--- config.mk ---
export PLATFORM = sky130hd
export DESIGN_NAME = newton_square_root_unit
export DESIGN_NICKNAME = d
export VERILOG_FILES = /design/src/rtl/nsr_pkg.sv /design/src/rtl/nsr_ctrl.sv /design/src/rtl/nsr_dp.sv /design/src/rtl/newton_square_root_unit.sv
export SDC_FILE = /design/constraint.sdc
export NUM_CORES = 1
export LEC_CHECK = 0
export BUFFER_PORTS_ARGS = -buffer_cell sky130_fd_sc_hd__buf_2
export CORE_ASPECT_RATIO = 1.4
export CORE_UTILIZATION = 55
export DETAILED_ROUTE_END_ITERATION = 6
export PLACE_DENSITY = 0.72
export REMOVE_ABC_BUFFERS = 1
export SYNTH_ARGS = -nofsm -noshare
export SYNTH_HDL_FRONTEND = slang
export SYNTH_SLANG_ARGS = --single-unit
--- constraint.sdc ---
create_clock -name i_clk -period 21.7 [get_ports i_clk]
set_input_delay 4.34 -clock i_clk [delete_from_list [all_inputs] [get_ports i_clk]]
set_output_delay 4.34 -clock i_clk [all_outputs]
set_load 0.02 [all_outputs]
--- src/rtl/nsr_pkg.sv ---
`default_nettype none
package nsr_pkg;

    localparam int DATA_WIDTH = 32;
    localparam int FRAC_BITS  = 16;
    localparam int A_W        = DATA_WIDTH - 1;
    localparam int NUM_W      = A_W + FRAC_BITS;
    localparam int X_W        = NUM_W + 1;
    localparam int CNT_W      = $clog2(NUM_W + 1);
    localparam int ROOT_W     = 24;
    localparam int TOL_W      = 16;
    localparam int ITER_W     = 7;
    localparam int CFG_IDX_W  = 1;

    localparam logic [ROOT_W-1:0] ROOT_MAX     = {ROOT_W{1'b1}};
    localparam logic [TOL_W-1:0]  TOL_RESET    = TOL_W'(1);
    localparam logic [ITER_W-1:0] ITER_RESET   = ITER_W'(40);

    localparam logic [CFG_IDX_W-1:0] CFG_TOLERANCE = 1'b0;
    localparam logic [CFG_IDX_W-1:0] CFG_ITER_LIM  = 1'b1;

    typedef enum logic [1:0] {
        ST_CONV  = 2'd0,
        ST_NEG   = 2'd1,
        ST_LIMIT = 2'd2
    } t_status;

    typedef enum logic [2:0] {
        S_IDLE = 3'b001,
        S_DIV  = 3'b010,
        S_UPD  = 3'b100
    } t_state;

    typedef struct packed {
        logic    load;
        logic    div_step;
        logic    update;
        logic    emit;
        logic    zero_root;
        t_status status;
    } t_cmd;

    typedef struct packed {
        logic op_neg;
        logic op_zero;
        logic div_last;
        logic converged;
    } t_stat;

endpackage
`default_nettype wire

--- src/rtl/nsr_ctrl.sv ---
`default_nettype none
module nsr_ctrl (
    input  wire logic                           i_clk,
    input  wire logic                           i_rst_n,
    input  wire logic                           i_start,
    input  wire logic [nsr_pkg::ITER_W-1:0]     i_iter_limit,
    input  wire nsr_pkg::t_stat                 i_stat,
    output nsr_pkg::t_cmd                       o_cmd,
    output logic                                o_busy
);

    nsr_pkg::t_state                 r_state, n_state;
    logic [nsr_pkg::ITER_W-1:0]      r_steps, n_steps;
    logic [nsr_pkg::ITER_W:0]        limit_eff;
    logic [nsr_pkg::ITER_W:0]        steps_inc;
    logic                            last_step;

    assign limit_eff = (i_iter_limit == '0) ? (nsr_pkg::ITER_W+1)'(1)
                                            : {1'b0, i_iter_limit};
    assign steps_inc = {1'b0, r_steps} + (nsr_pkg::ITER_W+1)'(1);
    assign last_step = steps_inc >= limit_eff;
    assign o_busy    = (r_state != nsr_pkg::S_IDLE);

    always_comb begin
        n_state = r_state;
        n_steps = r_steps;
        o_cmd   = '0;
        case (r_state)
            nsr_pkg::S_IDLE: begin
                if (i_start) begin
                    if (i_stat.op_neg) begin
                        o_cmd.emit      = 1'b1;
                        o_cmd.zero_root = 1'b1;
                        o_cmd.status    = nsr_pkg::ST_NEG;
                    end else if (i_stat.op_zero) begin
                        o_cmd.emit      = 1'b1;
                        o_cmd.zero_root = 1'b1;
                        o_cmd.status    = nsr_pkg::ST_CONV;
                    end else begin
                        o_cmd.load = 1'b1;
                        n_steps    = '0;
                        n_state    = nsr_pkg::S_DIV;
                    end
                end
            end
            nsr_pkg::S_DIV: begin
                o_cmd.div_step = 1'b1;
                if (i_stat.div_last) begin
                    n_state = nsr_pkg::S_UPD;
                end
            end
            nsr_pkg::S_UPD: begin
                o_cmd.update = 1'b1;
                n_steps      = steps_inc[nsr_pkg::ITER_W-1:0];
                if (i_stat.converged) begin
                    o_cmd.emit   = 1'b1;
                    o_cmd.status = nsr_pkg::ST_CONV;
                    n_state      = nsr_pkg::S_IDLE;
                end else if (last_step) begin
                    o_cmd.emit   = 1'b1;
                    o_cmd.status = nsr_pkg::ST_LIMIT;
                    n_state      = nsr_pkg::S_IDLE;
                end else begin
                    n_state = nsr_pkg::S_DIV;
                end
            end
            default: begin
                n_state = nsr_pkg::S_IDLE;
            end
        endcase
    end

    always_ff @(posedge i_clk) begin
        if (!i_rst_n) begin
            r_state <= nsr_pkg::S_IDLE;
            r_steps <= '0;
        end else begin
            r_state <= n_state;
            r_steps <= n_steps;
        end
    end

endmodule
`default_nettype wire

--- src/rtl/nsr_dp.sv ---
`default_nettype none
module nsr_dp (
    input  wire logic                              i_clk,
    input  wire logic                              i_rst_n,
    input  wire logic signed [nsr_pkg::DATA_WIDTH-1:0] i_operand,
    input  wire logic [nsr_pkg::TOL_W-1:0]         i_tolerance,
    input  wire nsr_pkg::t_cmd                     i_cmd,
    output nsr_pkg::t_stat                         o_stat,
    output logic                                   o_valid,
    output logic [nsr_pkg::ROOT_W-1:0]             o_root,
    output logic [1:0]                             o_status
);

    logic [nsr_pkg::A_W-1:0]    r_a;
    logic [nsr_pkg::X_W-1:0]    r_x, n_x;
    logic [nsr_pkg::X_W-1:0]    r_rem;
    logic [nsr_pkg::NUM_W-1:0]  r_num;
    logic [nsr_pkg::NUM_W-1:0]  r_quo;
    logic [nsr_pkg::CNT_W-1:0]  r_cnt;
    logic                       r_valid;
    logic [nsr_pkg::ROOT_W-1:0] r_root;
    nsr_pkg::t_status           r_status;

    logic [nsr_pkg::A_W-1:0]    load_a;
    logic [nsr_pkg::X_W:0]      trial;
    logic [nsr_pkg::X_W:0]      trial_sub;
    logic                       q_bit;
    logic [nsr_pkg::X_W:0]      sum;
    logic [nsr_pkg::X_W-1:0]    delta;
    logic [nsr_pkg::ROOT_W-1:0] root_sat;

    assign load_a = i_cmd.load ? i_operand[nsr_pkg::A_W-1:0] : r_a;

    // restoring divide, one quotient bit per cycle
    assign trial     = {r_rem, r_num[nsr_pkg::NUM_W-1]};
    assign trial_sub = trial - {1'b0, r_x};
    assign q_bit     = ~trial_sub[nsr_pkg::X_W];

    // x' = (x + q) / 2
    assign sum   = {1'b0, r_x} + (nsr_pkg::X_W+1)'(r_quo);
    assign n_x   = sum[nsr_pkg::X_W:1];
    assign delta = (n_x >= r_x) ? (n_x - r_x) : (r_x - n_x);

    assign root_sat = (n_x > nsr_pkg::X_W'(nsr_pkg::ROOT_MAX)) ? nsr_pkg::ROOT_MAX
                                                              : n_x[nsr_pkg::ROOT_W-1:0];

    assign o_stat.op_neg    = i_operand[nsr_pkg::DATA_WIDTH-1];
    assign o_stat.op_zero   = (i_operand == '0);
    assign o_stat.div_last  = (r_cnt == nsr_pkg::CNT_W'(1));
    assign o_stat.converged = (delta < nsr_pkg::X_W'(i_tolerance));

    always_ff @(posedge i_clk) begin
        if (i_cmd.load) begin
            r_a <= i_operand[nsr_pkg::A_W-1:0];
            r_x <= nsr_pkg::X_W'(i_operand[nsr_pkg::A_W-1:0]);
        end else if (i_cmd.update) begin
            r_x <= n_x;
        end
        if (i_cmd.load || i_cmd.update) begin
            r_rem <= '0;
            r_num <= nsr_pkg::NUM_W'(load_a) << nsr_pkg::FRAC_BITS;
            r_quo <= '0;
            r_cnt <= nsr_pkg::CNT_W'(nsr_pkg::NUM_W);
        end else if (i_cmd.div_step) begin
            r_rem <= q_bit ? trial_sub[nsr_pkg::X_W-1:0] : trial[nsr_pkg::X_W-1:0];
            r_num <= r_num << 1;
            r_quo <= {r_quo[nsr_pkg::NUM_W-2:0], q_bit};
            r_cnt <= r_cnt - nsr_pkg::CNT_W'(1);
        end
        if (i_cmd.emit) begin
            r_root   <= i_cmd.zero_root ? '0 : root_sat;
            r_status <= i_cmd.status;
        end
    end

    always_ff @(posedge i_clk) begin
        if (!i_rst_n) begin
            r_valid <= 1'b0;
        end else begin
            r_valid <= i_cmd.emit;
        end
    end

    assign o_valid  = r_valid;
    assign o_root   = r_root;
    assign o_status = r_status;

endmodule
`default_nettype wire

--- src/rtl/newton_square_root_unit.sv ---
// Negative or zero operand: the result comes out in the cycle after start.
// Otherwise n Newton steps, 1 <= n <= max(iteration_limit, 1), each a bit-serial
// divide (S_DIV) followed by an update (S_UPD), come before the result.
// Throughput: one word at a time; busy stays high until the result is out.
// Each result strobes o_valid for one cycle; the receiver cannot stall.
// Reset (synchronous, active low) returns to idle and restores config defaults.
`default_nettype none
module newton_square_root_unit (
    input  wire logic                                  i_clk,
    input  wire logic                                  i_rst_n,
    input  wire logic                                  i_start,
    output logic                                       o_busy,
    input  wire logic signed [nsr_pkg::DATA_WIDTH-1:0] i_operand,
    input  wire logic                                  i_cfg_we,
    input  wire logic [nsr_pkg::CFG_IDX_W-1:0]         i_cfg_idx,
    input  wire logic [nsr_pkg::TOL_W-1:0]             i_cfg_wdata,
    output logic                                       o_valid,
    output logic [nsr_pkg::ROOT_W-1:0]                 o_root,
    output logic [1:0]                                 o_status
);

    logic [nsr_pkg::TOL_W-1:0]  r_tolerance;
    logic [nsr_pkg::ITER_W-1:0] r_iter_limit;
    nsr_pkg::t_cmd              cmd;
    nsr_pkg::t_stat             stat;
    logic                       start_acc;

    assign start_acc = i_start & ~o_busy;

    always_ff @(posedge i_clk) begin
        if (!i_rst_n) begin
            r_tolerance  <= nsr_pkg::TOL_RESET;
            r_iter_limit <= nsr_pkg::ITER_RESET;
        end else if (i_cfg_we) begin
            case (i_cfg_idx)
                nsr_pkg::CFG_TOLERANCE: begin
                    r_tolerance <= i_cfg_wdata;
                end
                nsr_pkg::CFG_ITER_LIM: begin
                    r_iter_limit <= i_cfg_wdata[nsr_pkg::ITER_W-1:0];
                end
                default: begin
                end
            endcase
        end
    end

    nsr_ctrl u_ctrl (
        .i_clk        (i_clk),
        .i_rst_n      (i_rst_n),
        .i_start      (start_acc),
        .i_iter_limit (r_iter_limit),
        .i_stat       (stat),
        .o_cmd        (cmd),
        .o_busy       (o_busy)
    );

    nsr_dp u_dp (
        .i_clk       (i_clk),
        .i_rst_n     (i_rst_n),
        .i_operand   (i_operand),
        .i_tolerance (r_tolerance),
        .i_cmd       (cmd),
        .o_stat      (stat),
        .o_valid     (o_valid),
        .o_root      (o_root),
        .o_status    (o_status)
    );

endmodule
`default_nettype wire

==> results of run 1 <==
## Yosys cell counts (30+ instances only)
master	number	share of area (%)
nand2_1	400	6.9
a21oi_1	249	5.7
o21ai_0	228	5.2
ha_1	214	12
dfxtp_1	183	17
nor2_1	169	2.9
inv_1	161	2.8
nand3_1	157	3.6
clkbuf_1	90	1.5
edfxtp_1	88	12
xnor2_1	77	3.1
a31oi_1	74	2.1
a21o_1	68	2.3
xor2_1	63	2.5
nand4_1	45	1.3
nor3_1	41	0.94
buf_2	31	0.71
o21bai_1	31	1.1
a211oi_1	30	1.0
## where the power goes
part	switching, mW	internal [mW]	total [mW]	leakage, nW
Clock	0.229	0.241	0.469	0.431
Sequential	0.0135	0.552	0.566	2.29
Combinational	0.278	0.139	0.416	7.49
Total	0.520	0.932	1.45	10.2
## flip-flops by register name, indices dropped and copies added, names as in the netlist
signal,flops
u_dp.o_valid,1
u_dp.r_rem,48
u_dp.r_cnt,6
u_ctrl.r_steps,7
u_dp.r_x,48
r_iter_limit,7
u_ctrl.r_state,3
u_dp.r_quo,47
u_dp.o_status,2
u_dp.r_num,31
u_dp.o_root,24
u_dp.r_a,31
r_tolerance,16
## layout by cell type, fill, tap and decap left out, types with 10 or more instances in the layout
master and instances:
o21a_1 29, a211oi_1 30, nand2b_1 26, nor4_1 19, o211ai_1 21, a31oi_1 74, and2_1 11, a211o_1 10
nand3_1 157, o31a_1 13, buf_4 16, nand2_1 400, o21ai_0 227, xor2_1 63, inv_1 160, nor2_1 166
a21o_1 68, nor3_1 41, nor2b_1 23, buf_2 80, dfxtp_1 183, mux2i_1 19, edfxtp_1 88, o221ai_1 10
ha_1 214, a21oi_1 249, o31ai_1 13, a21boi_0 10, a22oi_1 10, clkbuf_16 27, o22ai_1 16, and4_1 11
o21bai_1 31, nand4_1 45, or3_1 11, and3_1 25, xnor2_1 77
## cell families after synthesis
family / after synthesis / share of synthesized area, %
AO/OA/AOI/OAI: 889 / 25.3
adder cells (fa/ha/maj): 218 / 12.6
buffers and inverters: 307 / 5.64
multiplexers: 21 / 1.04
flip-flops: 271 / 28.9
AND/OR/NAND/NOR: 977 / 20.8
XOR/XNOR: 140 / 5.62
## cell type report
type                            instances  area [sq um]  share of cell area (%)
Clock buffer                           31           701                    3.01
Clock inverter                         19           161                   0.694
Inverter                              162           611                    2.62
Multi-Input combinational cell       2245         14300                    61.5
Sequential cell                       271          6310                    27.1
Tap cell                              528           661                    2.84
Timing Repair Buffer                   96           520                    2.24
## path summary, 6_finish.rpt
kind | depth (start not counted) | end
max reg2reg | 37 | u_dp.o_root[23]
max | 37 | u_dp.o_root[23]
min | 2 | u_dp.r_a[22]
min reg2reg | 2 | u_dp.r_a[22]
## layer usage
metal | vias to the layer above | global-route usage, % | part of all wire (%)
met5 | - | 0 | 0
li1 | 10200 | - | -
met4 | 0 | 32.0 | 9.7
met1 | 10200 | 39.1 | 37
met3 | 267 | 4.15 | 4.8
met2 | 838 | 64.1 | 49
## worst register-to-register path, delay by kind of cell, from the launching register on
family	cells	cell delay, ns
AOI/OAI and AO/OA	17	3.70
and+or+nand+nor	11	2.40
adders and majority gates	3	1.23
buffers and inverters	4	1.02
xor gates and xnor gates	2	0.58
DFF	1	0.49
==> impl_metrics.json, run 1 <==
{
  "stdcell_area_sq_mm": 0.0233,
  "area_growth_pct": 6.63,
  "fp-row-count": 86,
  "rsz0062_at_grt": "false",
  "max_slew_margin_pct": 19.4,
  "synth_seq_cells": 271,
  "die_w_microns": 170,
  "dp_hpwl_mm": 58.9,
  "gp_congestion": 1.03,
  "clk_latency_ns": 0.60,
  "pin_count": 81,
  "synth_edf_count": 88,
  "fmax_mhz": 102,
  "grt-ovfl-total": 0,
  "vdd_drop_max_mv": 0.0776,
  "fin_nets": 3074,
  "dpl_worst_slack_ns": 12.12,
  "syn_inst": 2823,
  "hold_viol_final": 0,
  "initial_core_util_pct": 55.5,
  "ctsLongestPathBuffers": 3,
  "drt-pass1-iter-count": 6,
  "clkTransAtPathRegs_ns": 0.07,
  "syn_area_sq_mm": 0.0218,
  "worstSetupStartpoint": "u_dp.r_x[1]",
  "synth_ff_type": "dfxtp_1",
  "fin_util_pct": 59.2,
  "cts_inserted_buffers": 27,
  "hold_class": "reg -> reg",
  "ys_types": 88,
  "setup_viol": 0,
  "crit_fanout": 29,
  "clock-sinks": 271,
  "start_kind": "flip-flop",
  "routedWlPerCell_microns": 22.5,
  "cap_violations": 0,
  "critPathKind": "reg -> reg",
  "ctsResizeCount": 0,
  "async_flop_share_pct": 0,
  "grt_max_degree": 99,
  "via_per_inst": 6.41,
  "fin_ws_ns": 11.86,
  "drc": 0,
  "status": "finished, final reports clean",
  "slowest_stage": "ha_1",
  "numPortBuffers": 80,
  "postCtsSetupBuffers": 0,
  "required_ns": 21.93,
  "cts_root_buf": "clkbuf_16",
  "fillers": 3672,
  "antenna_found_initial": 0,
  "cp_num_buf_inv": 4,
  "power_mw": 1.45,
  "post_dp_cell_area_sq_mm": 0.0224,
  "core_area_sq_mm": 0.0393,
  "grt_pass1_wl_mm": 114,
  "arrival_ns": 10.06,
  "clock_skew_ns": 0.0216,
  "max_stage_delay_ns": 0.52,
  "yosysSeqAreaShare_pct": 28.9,
  "yosysWarnings": 0,
  "htreeDepth": 1,
  "regToRegSetupSlack_ns": 11.86,
  "ant_nets": 0,
  "die_h_microns": 238,
  "drt_iter0_markers": 1612,
  "worst_pin_slew_ns": 1.21,
  "slew_viol_final": 0,
  "grt_pass1_vias": 20600,
  "p_leak_nw": 10.2,
  "dpl.cell_count": 3302,
  "fin_crit_ns": 9.84,
  "setup_tns_ns": 0,
  "wirelength_mm": 75.4,
  "cp-end-kind": "flip-flop",
  "dieArea_sq_mm": 0.0405,
  "drive_above_1_share_pct": 6.41,
  "finalCritPeriodShare_pct": 45.3,
  "timing.critical_path.mode_cell": "a21oi_1",
  "rr_startpoint": "u_dp.r_x[1]",
  "path_delay_family": "compound AO/OA/AOI/OAI gates",
  "dr_total_vias": 21500,
  "num_antenna_cells": 0,
  "powerDensity_mw_per_mm2": 62.4,
  "cts_tree": "built",
  "grt.total_usage_pct": 36.8,
  "hold_buffers": 0,
  "fin_cells": 3352,
  "whs_ns": 0.446,
  "hp-start": "u_dp.r_a[22]",
  "syn_avg_cell_area_sq_um": 7.73
}
(Power assumes the default switching activity.)
==> inputs of run 2 (changes only) <==
--- a/config.mk
+++ b/config.mk
@@ -9,7 +9,7 @@
 export CORE_ASPECT_RATIO = 1.4
 export CORE_UTILIZATION = 55
 export DETAILED_ROUTE_END_ITERATION = 6
-export PLACE_DENSITY = 0.72
+export PLACE_DENSITY = 0.75
 export REMOVE_ABC_BUFFERS = 1
 export SYNTH_ARGS = -nofsm -noshare
 export SYNTH_HDL_FRONTEND = slang
==> constraint.sdc (replaced) <==
create_clock -name i_clk -period 7.95 [get_ports i_clk]
set_input_delay 1.59 -clock i_clk [delete_from_list [all_inputs] [get_ports i_clk]]
set_output_delay 1.59 -clock i_clk [all_outputs]
set_load 0.02 [all_outputs]
==> impl_metrics.json, run 2 (synthesized netlist as in run 1, its figures left out) <==
{
  "p_leak_nw": 11.4,
  "clkTransAtPathRegs_ns": 0.07,
  "vdd_drop_max_mv": 0.231,
  "power_mw": 4.29,
  "cts_inserted_buffers": 28,
  "htreeDepth": 1,
  "setup_viol": 0,
  "hold_buffers": 0,
  "fp-row-count": 86,
  "cts_root_buf": "clkbuf_16",
  "rsz0062_at_grt": "true",
  "dpl.cell_count": 3492,
  "gp_congestion": 1.04,
  "slowest_stage": "edfxtp_1",
  "dieArea_sq_mm": 0.0405,
  "critPathKind": "reg -> reg",
  "layout_commonest_cell": "nand2_1",
  "area_growth_pct": 17.5,
  "arrival_ns": 8.22,
  "fmax_mhz": 127,
  "start_kind": "flip-flop",
  "pin_count": 81,
  "layout_common_cells": "nand2_1, a21oi_1, o21ai_0",
  "grt-ovfl-total": 0,
  "cts_tree": "built",
  "stdcell_area_sq_mm": 0.0256,
  "ant_nets": 0,
  "seqCellArea_sq_mm": 0.00631,
  "antenna_found_initial": 2,
  "clock-sinks": 271,
  "grt_max_degree": 75,
  "clk_latency_ns": 0.61,
  "fin_nets": 3289,
  "drive_above_1_share_pct": 15.3,
  "multi_input_area_sq_mm": 0.0148,
  "core_area_sq_mm": 0.0393,
  "fillers": 3322,
  "hold_class": "reg -> reg",
  "dp_hpwl_mm": 63.1,
  "drt-pass1-iter-count": 5,
  "numPortBuffers": 80,
  "top_regs": "u_dp.r_rem (48), u_dp.r_x (48), u_dp.r_quo (47)",
  "die_w_microns": 170,
  "dr_total_vias": 22700,
  "fin_crit_ns": 7.89,
  "required_ns": 8.28,
  "fin_cells": 3569,
  "powerDensity_mw_per_mm2": 167,
  "drt_iter0_markers": 1887,
  "crit_fanout": 7,
  "wirelength_mm": 82.5,
  "hold_viol_final": 0,
  "grt_pass1_wl_mm": 124,
  "slew_viol_final": 0,
  "worst_pin_slew_ns": 1.15,
  "status": "finished, final reports clean",
  "drc": 0,
  "via_per_inst": 6.37,
  "initial_core_util_pct": 55.5,
  "post_dp_cell_area_sq_mm": 0.0238,
  "finalCritPeriodShare_pct": 99.3,
  "routedWlPerCell_microns": 23.1,
  "cap_violations": 0,
  "cp-end-kind": "flip-flop",
  "max_stage_delay_ns": 0.45,
  "grt.total_usage_pct": 40.1,
  "grt_pass1_vias": 22500,
  "die_h_microns": 238,
  "max_slew_margin_pct": 23.3,
  "ctsLongestPathBuffers": 3,
  "clock_skew_ns": 0.0276
}
run 2: area by class of cell:
type / count / share of cell area (%)
well taps: 528 / 2.58
clock buffers: 31 / 2.89
inverters: 162 / 2.38
multi-input cells: 2245 / 57.6
flip-flops and latches: 271 / 24.6
repair buffers: 310 / 8.81
clock inverters: 21 / 1.12
diodes: 1 / 0.00976
run 2: stage by stage:
stage / hold slack, ns / TNS (ns) / util (%) / worst slack [ns]
after floorplan: 0.417 / -529.58 / - / -4.16
after global placement: 0.427 / -4.71 / 60.7 / -0.186
after detailed placement: 0.437 / -11.25 / 60.7 / -0.426
after CTS: 0.454 / -0.0697 / 64.3 / -0.0120
after global routing: 0.468 / -10.64 / 65.3 / -0.439
final: 0.452 / 0 / 65.3 / 0.0554
run 2: power by group:
group	switching, mW	internal [mW]
Combinational	0.811	0.465
Clock	0.648	0.824
Sequential	0.0362	1.51
Total	1.50	2.80
run 2: path summary, 6_finish.rpt:
check,from,end,slack [ns],cells past startpoint
min reg2reg,u_dp.r_a[20],u_dp.r_a[20],0.45,2
max,u_dp.r_x[5],u_dp.o_root[2],0.06,39
max reg2reg,u_dp.r_x[5],u_dp.o_root[2],0.06,39
min,u_dp.r_a[20],u_dp.r_a[20],0.45,2
run 2: what timing repair did:
action | 4_1_cts | 5_1_grt
setup buffers | 9 | 12
resized for setup | 44 | 53
pin swaps | 31 | 47
cloned | 3 | 0
endpoints found under the setup margin | 30 | 30
run 2: layer usage:
metal | track usage [%] | vias to the layer above | share of wire, %
met5 | 0 | - | 0
met4 | 38.8 | 0 | 11
met3 | 5.46 | 362 | 5.4
met2 | 68.8 | 960 | 48
met1 | 41.5 | 10800 | 36
li1 | - | 10600 | -
run 2: worst max-delay path: cells and delay by family, from the launching register on:
kind / cells / cell delay (ns)
AND/OR/NAND/NOR: 6 / 1.14
XOR/XNOR: 2 / 0.37
flip-flops: 1 / 0.45
AO/OA/AOI/OAI: 21 / 3.79
buffers and inverters: 7 / 0.96
adder cells (fa/ha/maj): 3 / 0.88
